$ cat config.mk
export PLATFORM = sky130hd
export DESIGN_NAME = sh3p_emit
export DESIGN_NICKNAME = d
export VERILOG_FILES = /design/src/rtl/sh3p_pkg.sv /design/src/rtl/sh3p_emit.sv
export VERILOG_INCLUDE_DIRS = /design/src /design/src/rtl
export SDC_FILE = /design/constraint.sdc
export NUM_CORES = 1
export LEC_CHECK = 0
export BUFFER_PORTS_ARGS = -buffer_cell sky130_fd_sc_hd__buf_2
export CAP_MARGIN = 15
export CORE_AREA = 2 2 565 567
export DETAILED_ROUTE_END_ITERATION = 16
export DIE_AREA = 0 0 567 569
export PLACE_DENSITY = 0.3
export SLEW_MARGIN = 10
export SYNTH_ARGS = -nofsm -noshare
export SYNTH_HDL_FRONTEND = slang
export SYNTH_SLANG_ARGS = --single-unit
$ cat constraint.sdc
create_clock -name aclk -period 45.7 [get_ports aclk]
set_input_delay 9.14 -clock aclk [delete_from_list [all_inputs] [get_ports aclk]]
set_output_delay 9.14 -clock aclk [all_outputs]
set_load 0.005 [all_outputs]
$ cat src/rtl/sh3_irradiance_projection_unit_assert.svh
// assertion macros for the spherical-harmonic projection modules, used by the merge stage
`ifndef SH3_IRRADIANCE_PROJECTION_UNIT_ASSERT_SVH
`define SH3_IRRADIANCE_PROJECTION_UNIT_ASSERT_SVH

// same-cycle implication
`define SH3P_ASSERT_IMP(label, clk, rstn, ante, cons, msg) \
    label: assert property (@(posedge clk) disable iff (!(rstn)) (ante) |-> (cons)) \
        else $error(msg);

// next-cycle implication
`define SH3P_ASSERT_NEXT(label, clk, rstn, ante, cons, msg) \
    label: assert property (@(posedge clk) disable iff (!(rstn)) (ante) |=> (cons)) \
        else $error(msg);

`endif

$ cat src/rtl/sh3p_pkg.sv
// shared constants, types and arithmetic helpers for the sh3 projection unit
`default_nettype none

package sh3p_pkg;

    localparam int NUM_COEFS  = 9;
    localparam int NUM_CHAN   = 3;
    localparam int ACC_BITS   = 48;
    localparam int OUT_BITS   = 48;
    localparam int COLOR_BITS = 16;
    localparam int DIR_BITS   = 16;
    localparam int WGT_BITS   = 16;
    localparam int IDX_BITS   = 4;
    localparam int W_BITS     = COLOR_BITS + WGT_BITS;
    localparam int SQ_BITS    = 2 * DIR_BITS;
    localparam int LOBE_BITS  = 15;
    localparam int WK_BITS    = W_BITS + LOBE_BITS + 1;
    localparam int SHIFT_P    = 16;
    localparam int P_BITS     = WK_BITS - SHIFT_P - 1;
    localparam int BASIS_BITS = 33;
    localparam int PROD_BITS  = 64;
    localparam int SHIFT_T    = 30;
    localparam int TERM_BITS  = PROD_BITS - SHIFT_T;
    localparam int WIDE_BITS  = (ACC_BITS > OUT_BITS) ? ACC_BITS : OUT_BITS;

    // coefficient numbers, band order
    localparam logic [IDX_BITS-1:0] COEF_DC   = 4'd0;
    localparam logic [IDX_BITS-1:0] COEF_Y    = 4'd1;
    localparam logic [IDX_BITS-1:0] COEF_Z    = 4'd2;
    localparam logic [IDX_BITS-1:0] COEF_X    = 4'd3;
    localparam logic [IDX_BITS-1:0] COEF_YX   = 4'd4;
    localparam logic [IDX_BITS-1:0] COEF_YZ   = 4'd5;
    localparam logic [IDX_BITS-1:0] COEF_ZZ   = 4'd6;
    localparam logic [IDX_BITS-1:0] COEF_ZX   = 4'd7;
    localparam logic [IDX_BITS-1:0] COEF_XXYY = 4'd8;
    localparam logic [IDX_BITS-1:0] LAST_IDX  = IDX_BITS'(NUM_COEFS - 1);

    // cosine-lobe constants, q0.16
    localparam logic [LOBE_BITS-1:0] LOBE_Q16 [NUM_COEFS] = '{
        15'd5215, 15'd10430, 15'd10430, 15'd10430, 15'd19557,
        15'd19557, 15'd1630, 15'd19557, 15'd4889
    };

    localparam logic [WK_BITS-1:0] ROUND_P = WK_BITS'(64'd1 << (SHIFT_P - 1));
    localparam logic signed [PROD_BITS-1:0] ROUND_T = PROD_BITS'(64'd1 << (SHIFT_T - 1));
    localparam logic signed [BASIS_BITS-1:0] BASIS_ONE = BASIS_BITS'(64'd1 << SHIFT_T);

    localparam logic signed [ACC_BITS-1:0] ACC_MAX = {1'b0, {(ACC_BITS-1){1'b1}}};
    localparam logic signed [ACC_BITS-1:0] ACC_MIN = {1'b1, {(ACC_BITS-1){1'b0}}};
    localparam logic signed [WIDE_BITS-1:0] OUT_MAX_W =
        WIDE_BITS'({1'b0, {(OUT_BITS-1){1'b1}}});
    localparam logic signed [WIDE_BITS-1:0] OUT_MIN_W = -OUT_MAX_W - 1;

    // weighted colors and direction products of one texel
    typedef struct packed {
        logic [NUM_CHAN-1:0][W_BITS-1:0] w;
        logic signed [DIR_BITS-1:0]      x;
        logic signed [DIR_BITS-1:0]      y;
        logic signed [DIR_BITS-1:0]      z;
        logic signed [SQ_BITS-1:0]       xx;
        logic signed [SQ_BITS-1:0]       yy;
        logic signed [SQ_BITS-1:0]       zz;
        logic signed [SQ_BITS-1:0]       xy;
        logic signed [SQ_BITS-1:0]       yz;
        logic signed [SQ_BITS-1:0]       zx;
    } front_t;

    typedef struct packed {
        logic acc_en;
        logic clear;
    } lane_ctl_t;

    typedef struct packed {
        logic valid;
        logic last;
    } stage_t;

    typedef logic [NUM_CHAN-1:0][ACC_BITS-1:0] lane_sums_t;
    typedef lane_sums_t [NUM_COEFS-1:0] all_sums_t;

    // q2.30 basis term for one coefficient
    function automatic logic signed [BASIS_BITS-1:0] basis_term(
        input logic [IDX_BITS-1:0] k,
        input front_t f
    );
        logic signed [BASIS_BITS-1:0] r;
        unique case (k)
            COEF_DC:   r = BASIS_ONE;
            COEF_Y:    r = BASIS_BITS'(f.y) <<< (DIR_BITS - 1);
            COEF_Z:    r = BASIS_BITS'(f.z) <<< (DIR_BITS - 1);
            COEF_X:    r = BASIS_BITS'(f.x) <<< (DIR_BITS - 1);
            COEF_YX:   r = BASIS_BITS'(f.xy);
            COEF_YZ:   r = BASIS_BITS'(f.yz);
            COEF_ZZ:   r = BASIS_BITS'(f.zz) + (BASIS_BITS'(f.zz) <<< 1) - BASIS_ONE;
            COEF_ZX:   r = BASIS_BITS'(f.zx);
            COEF_XXYY: r = BASIS_BITS'(f.xx) - BASIS_BITS'(f.yy);
            default:   r = '0;
        endcase
        return r;
    endfunction

    function automatic logic signed [ACC_BITS-1:0] sat_add(
        input logic signed [ACC_BITS-1:0]  s,
        input logic signed [TERM_BITS-1:0] t
    );
        logic signed [ACC_BITS:0] r;
        r = (ACC_BITS+1)'(s) + (ACC_BITS+1)'(t);
        if (r[ACC_BITS] != r[ACC_BITS-1]) begin
            return r[ACC_BITS] ? ACC_MIN : ACC_MAX;
        end
        return r[ACC_BITS-1:0];
    endfunction

    function automatic logic [OUT_BITS-1:0] clamp_out(
        input logic signed [ACC_BITS-1:0] v
    );
        logic signed [WIDE_BITS-1:0] e;
        e = WIDE_BITS'(v);
        if (e > OUT_MAX_W) begin
            e = OUT_MAX_W;
        end else if (e < OUT_MIN_W) begin
            e = OUT_MIN_W;
        end
        return e[OUT_BITS-1:0];
    endfunction

endpackage

`default_nettype wire

$ cat src/rtl/sh3p_emit.sv
// merge stage: snapshots all lane sums on the last texel and shifts them out
`default_nettype none

`include "sh3_irradiance_projection_unit_assert.svh"

module sh3p_emit (
    input  wire logic                                  aclk,
    input  wire logic                                  aresetn,
    input  wire logic                                  load,
    input  wire sh3p_pkg::all_sums_t                   sums,
    input  wire logic                                  m_ready,
    output logic                                       m_valid,
    output logic [sh3p_pkg::IDX_BITS-1:0]              m_coef_index,
    output logic signed [sh3p_pkg::OUT_BITS-1:0]       m_sum_red,
    output logic signed [sh3p_pkg::OUT_BITS-1:0]       m_sum_green,
    output logic signed [sh3p_pkg::OUT_BITS-1:0]       m_sum_blue,
    output logic                                       m_last_coef
);
    import sh3p_pkg::*;

    logic [NUM_CHAN-1:0][OUT_BITS-1:0] snap_reg  [NUM_COEFS];
    logic [NUM_CHAN-1:0][OUT_BITS-1:0] snap_next [NUM_COEFS];
    logic [IDX_BITS-1:0]               idx_reg;
    logic [IDX_BITS-1:0]               idx_next;
    logic                              busy_reg;
    logic                              busy_next;
    logic                              pop;

    assign pop = busy_reg && m_ready;

    always_comb begin
        snap_next = snap_reg;
        idx_next  = idx_reg;
        busy_next = busy_reg;
        priority if (load) begin
            for (int k = 0; k < NUM_COEFS; k++) begin
                for (int c = 0; c < NUM_CHAN; c++) begin
                    snap_next[k][c] = clamp_out(sums[k][c]);
                end
            end
            idx_next  = '0;
            busy_next = 1'b1;
        end else if (pop) begin
            // word 0 leaves, the rest move up one place
            for (int k = 0; k < NUM_COEFS - 1; k++) begin
                snap_next[k] = snap_reg[k+1];
            end
            idx_next = idx_reg + 1'b1;
            if (idx_reg == LAST_IDX) begin
                busy_next = 1'b0;
            end
        end else begin
            busy_next = busy_reg;
        end
    end

    always_ff @(posedge aclk) begin
        snap_reg <= snap_next;
    end

    always_ff @(posedge aclk) begin
        if (!aresetn) begin
            idx_reg  <= '0;
            busy_reg <= 1'b0;
        end else begin
            idx_reg  <= idx_next;
            busy_reg <= busy_next;
        end
    end

    assign m_valid      = busy_reg;
    assign m_coef_index = idx_reg;
    assign m_sum_red    = snap_reg[0][0];
    assign m_sum_green  = snap_reg[0][1];
    assign m_sum_blue   = snap_reg[0][2];
    assign m_last_coef  = (idx_reg == LAST_IDX);

    `SH3P_ASSERT_IMP(a_load_when_idle, aclk, aresetn, load, !busy_reg, "snapshot overwritten")
    `SH3P_ASSERT_NEXT(a_load_starts_run, aclk, aresetn, load, busy_reg && idx_reg == '0, "run start")
    `SH3P_ASSERT_NEXT(a_run_ends, aclk, aresetn, pop && idx_reg == LAST_IDX, !busy_reg, "run end")
    `SH3P_ASSERT_IMP(a_idx_range, aclk, aresetn, busy_reg, idx_reg <= LAST_IDX, "index range")

endmodule

`default_nettype wire

**Yosys cells after proc, flatten, opt, wreduce, memory -nomap -nowiden**

Cells that the tools add are included.
Widths: inputs -> output; s select.

- Output and inout bits: 150
- Input bits: 1300
- Logic and storage cells: 147
- Register bits: 1301

- $lt $le $gt $ge: 54
- Add/sub/neg operators: 1
- Equality and inequality tests: 1
- Muxes and demuxes: 56
- Bitwise logic cells: 1
- Reductions and logical operators: 5

Operator list:

| cell | number |
|---|---|
| $mux 48 | 51 |
| $mux 1152 | 2 |
| $gt 48x48->1 const B | 27 |
| $lt 48x48->1 const B | 27 |
| $add 4x1->4 const B | 1 |
| $eq 4x4->1 const B | 1 |
| $reduce_bool 2->1 | 2 |
| $mux 1 | 3 |
| $reduce_and 2->1 | 1 |
| $reduce_or 2->1 | 1 |
| $logic_and 1x1->1 | 1 |
| $not 1->1 | 1 |

**Longest topological paths before layout**

Gate-level depths: netlist of the first run.

- Depth after elaboration: 4
- Gate-level depth with buffers: 6
- Gate-level depth less buffers: 4

**Worst setup path after synthesis of the first run**

Ideal clock, no wire load.

- Kind: in2reg
- Start point: in load
- End point: reg snap_reg (netlist bit m_sum_blue[0]), enable pin
- Data arrival time: 28173 ps
- Buffers on the path: 3
- Required time: 37723 ps
- Path slack: 9550 ps
- Stages: 5
- Library setup time: 7977 ps
- Cells stage by stage: buf_2 > buf_6 > buf_6 > inv_1 > nand2_1

- Cells in the longest elaborated chain, start to end: 1

RTL lines:

| element | line | RTL |
|---|---|---|
| start, declared | sh3p_emit.sv:9 | `input wire logic load,` |
| $reduce_bool 2->1 (no line) | -- |  |
| end signal, assigned | sh3p_emit.sv:58 | `snap_reg <= snap_next;` |
| end, declared | sh3p_emit.sv:21 | `logic [NUM_CHAN-1:0][OUT_BITS-1:0] snap_reg [NUM_COEFS];` |

No other way between the ends.
A chain may end at the register's enable or synchronous reset.

**Worst setup path in the final report of the first run**

- Start point: in load
- End point: reg snap_reg[508] (netlist bit), enable pin

The elaborated chain is that of the path after synthesis.

==> out/metrics.csv, run 1 <==
metric,value,unit
numPortBuffers,1449,
slew_viol_final,0,
syn_area,55120,um^2
ir_drop,0.02449,mV
grt_pass1_vias,30870,
yosys_warnings,0,
wl_per_cell,25.68,um
dp.cells,8143,
initial_core_util,17.40,%
dpl.hpwl,169600,um
grt_antenna_before_repair,451,
max_stage_delay,910,ps
vias_per_cell,3.607,
synth_nets,4194,
clk_latency,840,ps
grt_max_degree,156,
ctsHoldBuffers,0,
dieWidth,567,um
synth.avg_cell_area,19.06,um^2
drt_iter0_markers,1917,
min_path_type,reg2reg,
crit_buf_inv,8,
critical_path.cell_chain,buf_12 -> inv_1 -> nand2_4 -> buf_4 -> buf_4 -> buf_4 -> buf_4 -> buf_4 -> buf_4,
synth.distinct_cells,19,
largest_reg_flops,1152,
final_hold_viol_count,0,
fin_nets,5443,
rsz0062_at_grt,false,
remaining_drc_errors,0,
core,316800,um^2
cts_max_path_buffers,4,
htreeDepth,4,
cp_max_fo,79,
finalSetupTns,0,ps
crit_type,in2reg,
path_delay_family,buffers and inverters,
final_antenna_net_count,0,
startpoint_type,primary input,
die_area,322600,um^2
fillCellCount,33480,
vias,30720,
drtPass1Iterations,4,
power.density,43.25,nW/um^2
cp_common_cell,buf_4,
boundaryPins,1450,
ctsResizeCount,0,
worstMarginPinSlew,1078,ps
status,finished clean,
clock-sinks,1301,
setup_viol,0,
area.growth.synth_to_final,27.56,%
globalplace.congestion,0.8258,
grt-ovfl-total,0,
dp_slack,29840,ps
setup_ws,31040,ps
syn_inst,2892,
root_buffer,clkbuf_16,
clk_pin_slew,60,ps
critPathSlowestCell,buf_4,
clock.fmax,68.19,MHz
maxCapViolCount,0,
cts_setup_buffers,0,
cts_buffers,176,
drive_gt1_share,66.92,%
stdcell_count,8517,
seq_area_frac_synth,70.78,%
crit_required,46120,ps
wl,218700,um
finalCritPeriodShare,32.09,%
ys_ff_latch,1301,
p_leak,25.89,nW
rows,207,
finClkSkew,31.53,ps
grt_pass1_wl,286400,um
endpoint_kind,flip-flop,
fp.dieH,569,um
cts_tree,yes,
power,3.041,mW
grtUsageTotal,13.01,%
relSlewSlack,28.15,%
worst_ep_arrival_time,15090,ps
period_needed,14670,ps
layout make-up:
cell class | instances | area, um^2 | share of cell area [%]
timing repair buffer | 1487 | 7577 | 10.78
sequential | 1301 | 39020 | 55.49
tap | 4180 | 5230 | 7.438
multi-input combinational | 1172 | 13100 | 18.63
inverter | 3 | 11.26 | 0.01601
antenna | 72 | 180.2 | 0.2562
clock inverter | 83 | 568.0 | 0.8079
clock buffer | 219 | 4629 | 6.584
cell usage after synthesis:
cell | number | area [um^2]
edfxtp_1 | 1296 | 38920
mux2_2 | 1152 | 12970
buf_4 | 144 | 1081
clkbuf_1 | 144 | 540.5
buf_6 | 118 | 1329
buf_2 | 10 | 50.05
dfxtp_1 | 5 | 100.1
nand2_1 | 4 | 15.01
inv_1 | 3 | 11.26
nand3_1 | 3 | 15.01
a21oi_1 | 2 | 10.01
ha_1 | 2 | 25.02
nor2_1 | 2 | 7.510
o21ai_0 | 2 | 10.01
a31oi_1 | 1 | 6.260
and3b_1 | 1 | 8.760
or3_1 | 1 | 6.260
xnor2_1 | 1 | 8.760
xor2_1 | 1 | 8.760
routing by layer:
layer	vias up	global-route usage, %	share of wire [%]
met4	174	2.833	3.3
met5	-	0	0.48
met1	14610	15.47	40
li1	13550	-	-
met3	846	5.086	8.7
met2	1544	22.05	47
cells by family (layout without fill, tap and decap cells):
| kind of cell | Yosys count | after routing | share of synthesized area (%) |
|---|---|---|---|
| xor gates and xnor gates | 2 | 2 | 0.03178 |
| muxes | 1152 | 1152 | 23.53 |
| AOI/OAI and AO/OA | 5 | 5 | 0.04768 |
| and+or+nand+nor | 11 | 11 | 0.09533 |
| buffers and inverters | 419 | 1792 | 5.464 |
| DFF | 1301 | 1301 | 70.78 |
| other | 0 | 72 | 0 |
| adders and majority gates | 2 | 2 | 0.04539 |
report_power, final:
group	total [mW]	switching, mW	leakage [nW]	internal, mW
combinational	0.255	0.121	10.5	0.134
clock	1.30	0.551	2.54	0.747
sequential	1.49	0.0365	12.9	1.45
total	3.04	0.708	25.9	2.33
placed cells by master (no fill, tap or decap):
| cell | synthesis | final |
|---|---|---|
| clkinv_4 | 0 | 1 |
| diode_2 | 0 | 72 |
| clkinv_1 | 0 | 48 |
| xnor2_1 | 1 | 1 |
| inv_16 | 0 | 2 |
| nor2_1 | 2 | 2 |
| bufinv_16 | 0 | 6 |
| xor2_1 | 1 | 1 |
| inv_1 | 3 | 3 |
| edfxtp_1 | 1296 | 1296 |
| ha_1 | 2 | 2 |
| nand2_1 | 4 | 3 |
| clkinvlp_4 | 0 | 1 |
| a21oi_1 | 2 | 2 |
| buf_2 | 10 | 1448 |
| a31oi_1 | 1 | 1 |
| clkbuf_16 | 0 | 179 |
| and3b_1 | 1 | 1 |
| clkbuf_1 | 144 | 40 |
| dfxtp_1 | 5 | 5 |
| buf_4 | 144 | 36 |
| clkinv_2 | 0 | 18 |
| buf_12 | 0 | 3 |
| or3_1 | 1 | 1 |
| inv_6 | 0 | 7 |
| o21ai_0 | 2 | 2 |
| mux2_2 | 1152 | 1152 |
| nand2_4 | 0 | 1 |
| nand3_1 | 3 | 3 |
metrics by stage:
stage          utilization (%)  hold slack, ps  instance area, um^2
2_1_floorplan                -           482.8                55120
3_3_place_gp             20.50           519.9                64940
3_5_place_dp             20.50           506.5                64940
4_1_cts                  22.14           511.3                70130
5_1_grt                  22.16           519.6                70180
6_report                 22.20           517.5                70310
final timing paths:
check	from	end	slack, ps	depth (start not counted)
worst max-delay path	load	snap_reg[508]$_DFFE_PP_	31040	9
worst min-delay path	snap_reg[954]$_DFFE_PP_	snap_reg[1098]$_DFFE_PP_	520	1
worst max register to register	m_valid$_SDFFE_PN0P_	snap_reg[508]$_DFFE_PP_	39440	8
worst min register to register	snap_reg[954]$_DFFE_PP_	snap_reg[1098]$_DFFE_PP_	520	1
worst reg2reg max path, delay by kind of cell (launching register included):
| family | cells | cell delay, ps |
|---|---|---|
| buffers and inverters | 6 | 4660 |
| and+or+nand+nor | 2 | 740 |
| DFF | 1 | 380 |
Note: power is estimated with default switching activity, not from simulation.
==> inputs of run 2 (changes only) <==
ABC_AREA = 1   (was default)
CORE_AREA = 2 2 567 569   (was 2 2 565 567)
DIE_AREA = 0 0 569 571   (was 0 0 567 569)
clock period = 14.37 ns   (was 45.7 ns; I/O delays follow)
==> run 2 against run 1 <==
Net effect: clock skew grew 10 ps; flip-flop and latch count is the same; non-clock buffer count is the same; hold slack lost 38 ps; sequential power grew to 3.2 times the previous value; synthesized cell count grew 84%; first-iteration DRC count grew 47%; die area grew 0.71%; clock-buffer cell count shrank 1; core utilization shrank 0.072 points; global-route usage grew 2.3 points.
==> out/metrics.csv, run 2 <==
metric,value,unit,change
largest_reg_flops,1152,,unchanged
cts_tree,yes,,
cp_common_cell,buf_4,,
ctsHoldBuffers,0,,unchanged
cp.depth,7,,-2
status,finished clean,,
p_sw,2.514,mW,+250%
final_area,70660,um^2,+0.49%
worstMarginPinSlew,1321,ps,+242.7 ps
finalSetupTns,0,ps,unchanged
mostFrequentLayoutCells,"nand2_1 (3,466), buf_2 (1,448), edfxtp_1 (1,296), clkbuf_16 (177), clkinv_1 (43)",,
yosysTopAreaCell,edfxtp_1,,
grt_antenna_before_repair,425,,-5.8%
max_stage_delay,840,ps,-70 ps
wl_per_cell,23.90,um,-6.9%
synth_fa_ha_area_share,0.04504,%,-0.00036 points
seq_area,39020,um^2,unchanged
min_path_type,reg2reg,,
stdcell_count,10880,,+28%
synth_nets,6636,,+58%
post_synth_main_area_contributors,"edfxtp_1 (70%), nand2_1 (23%), buf_4 (2.2%)",,
rows,208,,+0.48%
p_comb_share,8.7,%,+0.3 points
grtUsageTotal,15.31,%,+2.3 points
yosys.area_share.simple,23.50,%,+23 points
async_flop_share,0,%,unchanged
dieWidth,569,um,+0.35%
synth_most_common_cell,nand2_1,,
initial_core_util,17.40,%,about the same
slew_viol_final,0,,unchanged
yosys_warnings,0,,unchanged
vias_per_cell,3.753,,+4.1%
wl,260000,um,+19%
cts_buffers,176,,unchanged
fin_nets,7757,,+43%
p_leak,31.78,nW,+23%
drtPass1Iterations,5,,+1
finClkSkew,41.55,ps,+10.02 ps
startpoint_type,primary input,,
setup_viol,0,,unchanged
multi_input_area,13120,um^2,+0.11%
period_needed,6125,ps,
seq_area_frac_synth,70.22,%,-0.56 points
final_antenna_net_count,0,,unchanged
drive_gt1_share,25.97,%,-41 points
syn_inst,5334,,+84%
power.density,138.6,nW/um^2,+220%
reg2regPathDepth,5,,-3
grt-ovfl-total,0,,unchanged
drt_iter0_markers,2825,,+47%
rsz0062_at_grt,false,,
core,319300,um^2,+0.81%
ys_ff_latch,1301,,unchanged
clk_pin_slew,60,ps,about the same
grt_pass1_wl,343600,um,+20%
clock.fmax,163.3,MHz,
grt_max_degree,206,,+32%
critical_path.cell_chain,buf_8 -> buf_4 -> buf_4 -> buf_4 -> buf_4 -> nand2_1 -> nand2_1,,
crit_type,in2reg,,
ir_drop,0.07579,mV,+210%
internal_power,7.278,mW,+210%
synthFlopType,edfxtp_1,,
synth-compound-area-share,0.03153,%,-0.016 points
htreeDepth,4,,unchanged
numPortBuffers,1449,,unchanged
worst_ep_arrival_time,6820,ps,-8270 ps
crit_required,15070,ps,"-31,050 ps"
clk_latency,840,ps,about the same
cts_setup_buffers,0,,unchanged
die_area,324900,um^2,+0.71%
dpl.hpwl,198500,um,+17%
hold_path_depth,2,,+1
reg2reg_slack,10410,ps,"-29,030 ps"
synth.distinct_cells,18,,-1
dp.cells,10480,,+29%
synth.avg_cell_area,10.42,um^2,-45%
root_buffer,clkbuf_16,,
final_common_cell,nand2_1,,
synth_edf_count,1296,,unchanged
grt_pass1_vias,40870,,+32%
area.growth.synth_to_final,27.16,%,
endpoint_kind,flip-flop,,
clkPwrFrac,42.7,%,about the same
ctsResizeCount,0,,unchanged
ys_top_cells_by_count,"nand2_1 (3,467), edfxtp_1 (1,296), clkbuf_1 (214)",,
final_hold_viol_count,0,,unchanged
maxCapViolCount,0,,unchanged
cp_max_fo,82,,+3.8%
clock-sinks,1301,,unchanged
switching_share,25.67,%,+2.4 points
muxShareOfSynthArea,0,%,-24 points
remaining_drc_errors,0,,unchanged
finalCritPeriodShare,42.63,%,
synth_top_family_by_area,simple AND/OR/NAND/NOR gates,,
dpl-instance-area,65130,um^2,+0.30%
path_delay_family,buffers and inverters,,
p_seq_share,48.5,%,-0.4 points
critPathSlowestCell,buf_4,,
crit_buf_inv,5,,-3
vias,40830,,+33%
yosys.area.top_type_share,70.04,%,-0.56 points
relSlewSlack,11.97,%,-16 points
synthXorXnorAreaFrac,0,%,-0.032 points
boundaryPins,1450,,unchanged
fillCellCount,35250,,+5.3%
globalplace.congestion,0.8404,,+1.8%
fp.dieH,571,um,+0.35%
syn_area,55560,um^2,+0.80%
cts_max_path_buffers,4,,unchanged
-- run 2: logic make-up (layout without fill, tap and decap cells) --
| family | count (synthesis) | after routing |
|---|---|---|
| fa+ha+maj | 2 | 2 |
| buf+inv | 551 | 1798 |
| compound gates | 3 | 3 |
| other cells | 0 | 97 |
| simple gates | 3477 | 3477 |
| flops | 1301 | 1301 |
-- run 2: per-stage QoR --
step / util, % / setup WS (ps) / total power, mW / hold slack, ps
global route: 22.08 / 7904 / 10.24 / 492.6
global placement: 20.40 / 7411 / 5.712 / 483.6
finish: 22.13 / 8245 / 9.792 / 479.9
detailed placement: 20.40 / 7309 / 5.716 / 493.9
CTS: 22.05 / 8240 / 10.01 / 486.9
floorplan: - / 2698 / 5.308 / 475.7
-- run 2: per-layer routing --
layer / wire length (um) / vias to the layer above / track usage [%] / share of wire (%)
met2: 113100 / 1612 / 23.62 / 43
li1: - / 19360 / - / -
met5: 1367 / - / 0 / 0.53
met3: 24110 / 800 / 6.315 / 9.3
met1: 113300 / 18840 / 19.73 / 44
met4: 8189 / 218 / 3.714 / 3.1
-- run 2: power by group through the flow --
stage	clock, mW	combinational (mW)	sequential [mW]
2_1_floorplan	0	0.483	4.82
3_3_place_gp	0	0.876	4.84
3_5_place_dp	0	0.878	4.84
4_1_cts	4.37	0.882	4.76
5_1_grt	4.49	0.967	4.79
6_report	4.19	0.853	4.75
-- run 2: layout make-up --
cell class              count  share of cell area (%)
clock buffers             218                   6.487
inverters                   7                 0.04781
diodes                     97                  0.3435
flip-flops and latches   1301                   55.22
multi-input cells        3482                   18.56
clock inverters            86                  0.9899
well taps                4200                   7.437
repair buffers           1487                   10.91
-- run 2: final timing paths --
path                                           endpoint               startpoint
worst min register to register  snap_reg[292]$_DFFE_PP_  snap_reg[148]$_DFFE_PP_
worst min-delay path            snap_reg[292]$_DFFE_PP_  snap_reg[148]$_DFFE_PP_
worst max register to register  snap_reg[636]$_DFFE_PP_     m_valid$_SDFFE_PN0P_
worst max-delay path            m_sum_red[47]$_DFFE_PP_                     load
-- run 2: tightest hold or removal path, stage by stage (launching register included) --
cell,delay (ps)
edfxtp_1,320
nand2_1,50
nand2_1,40
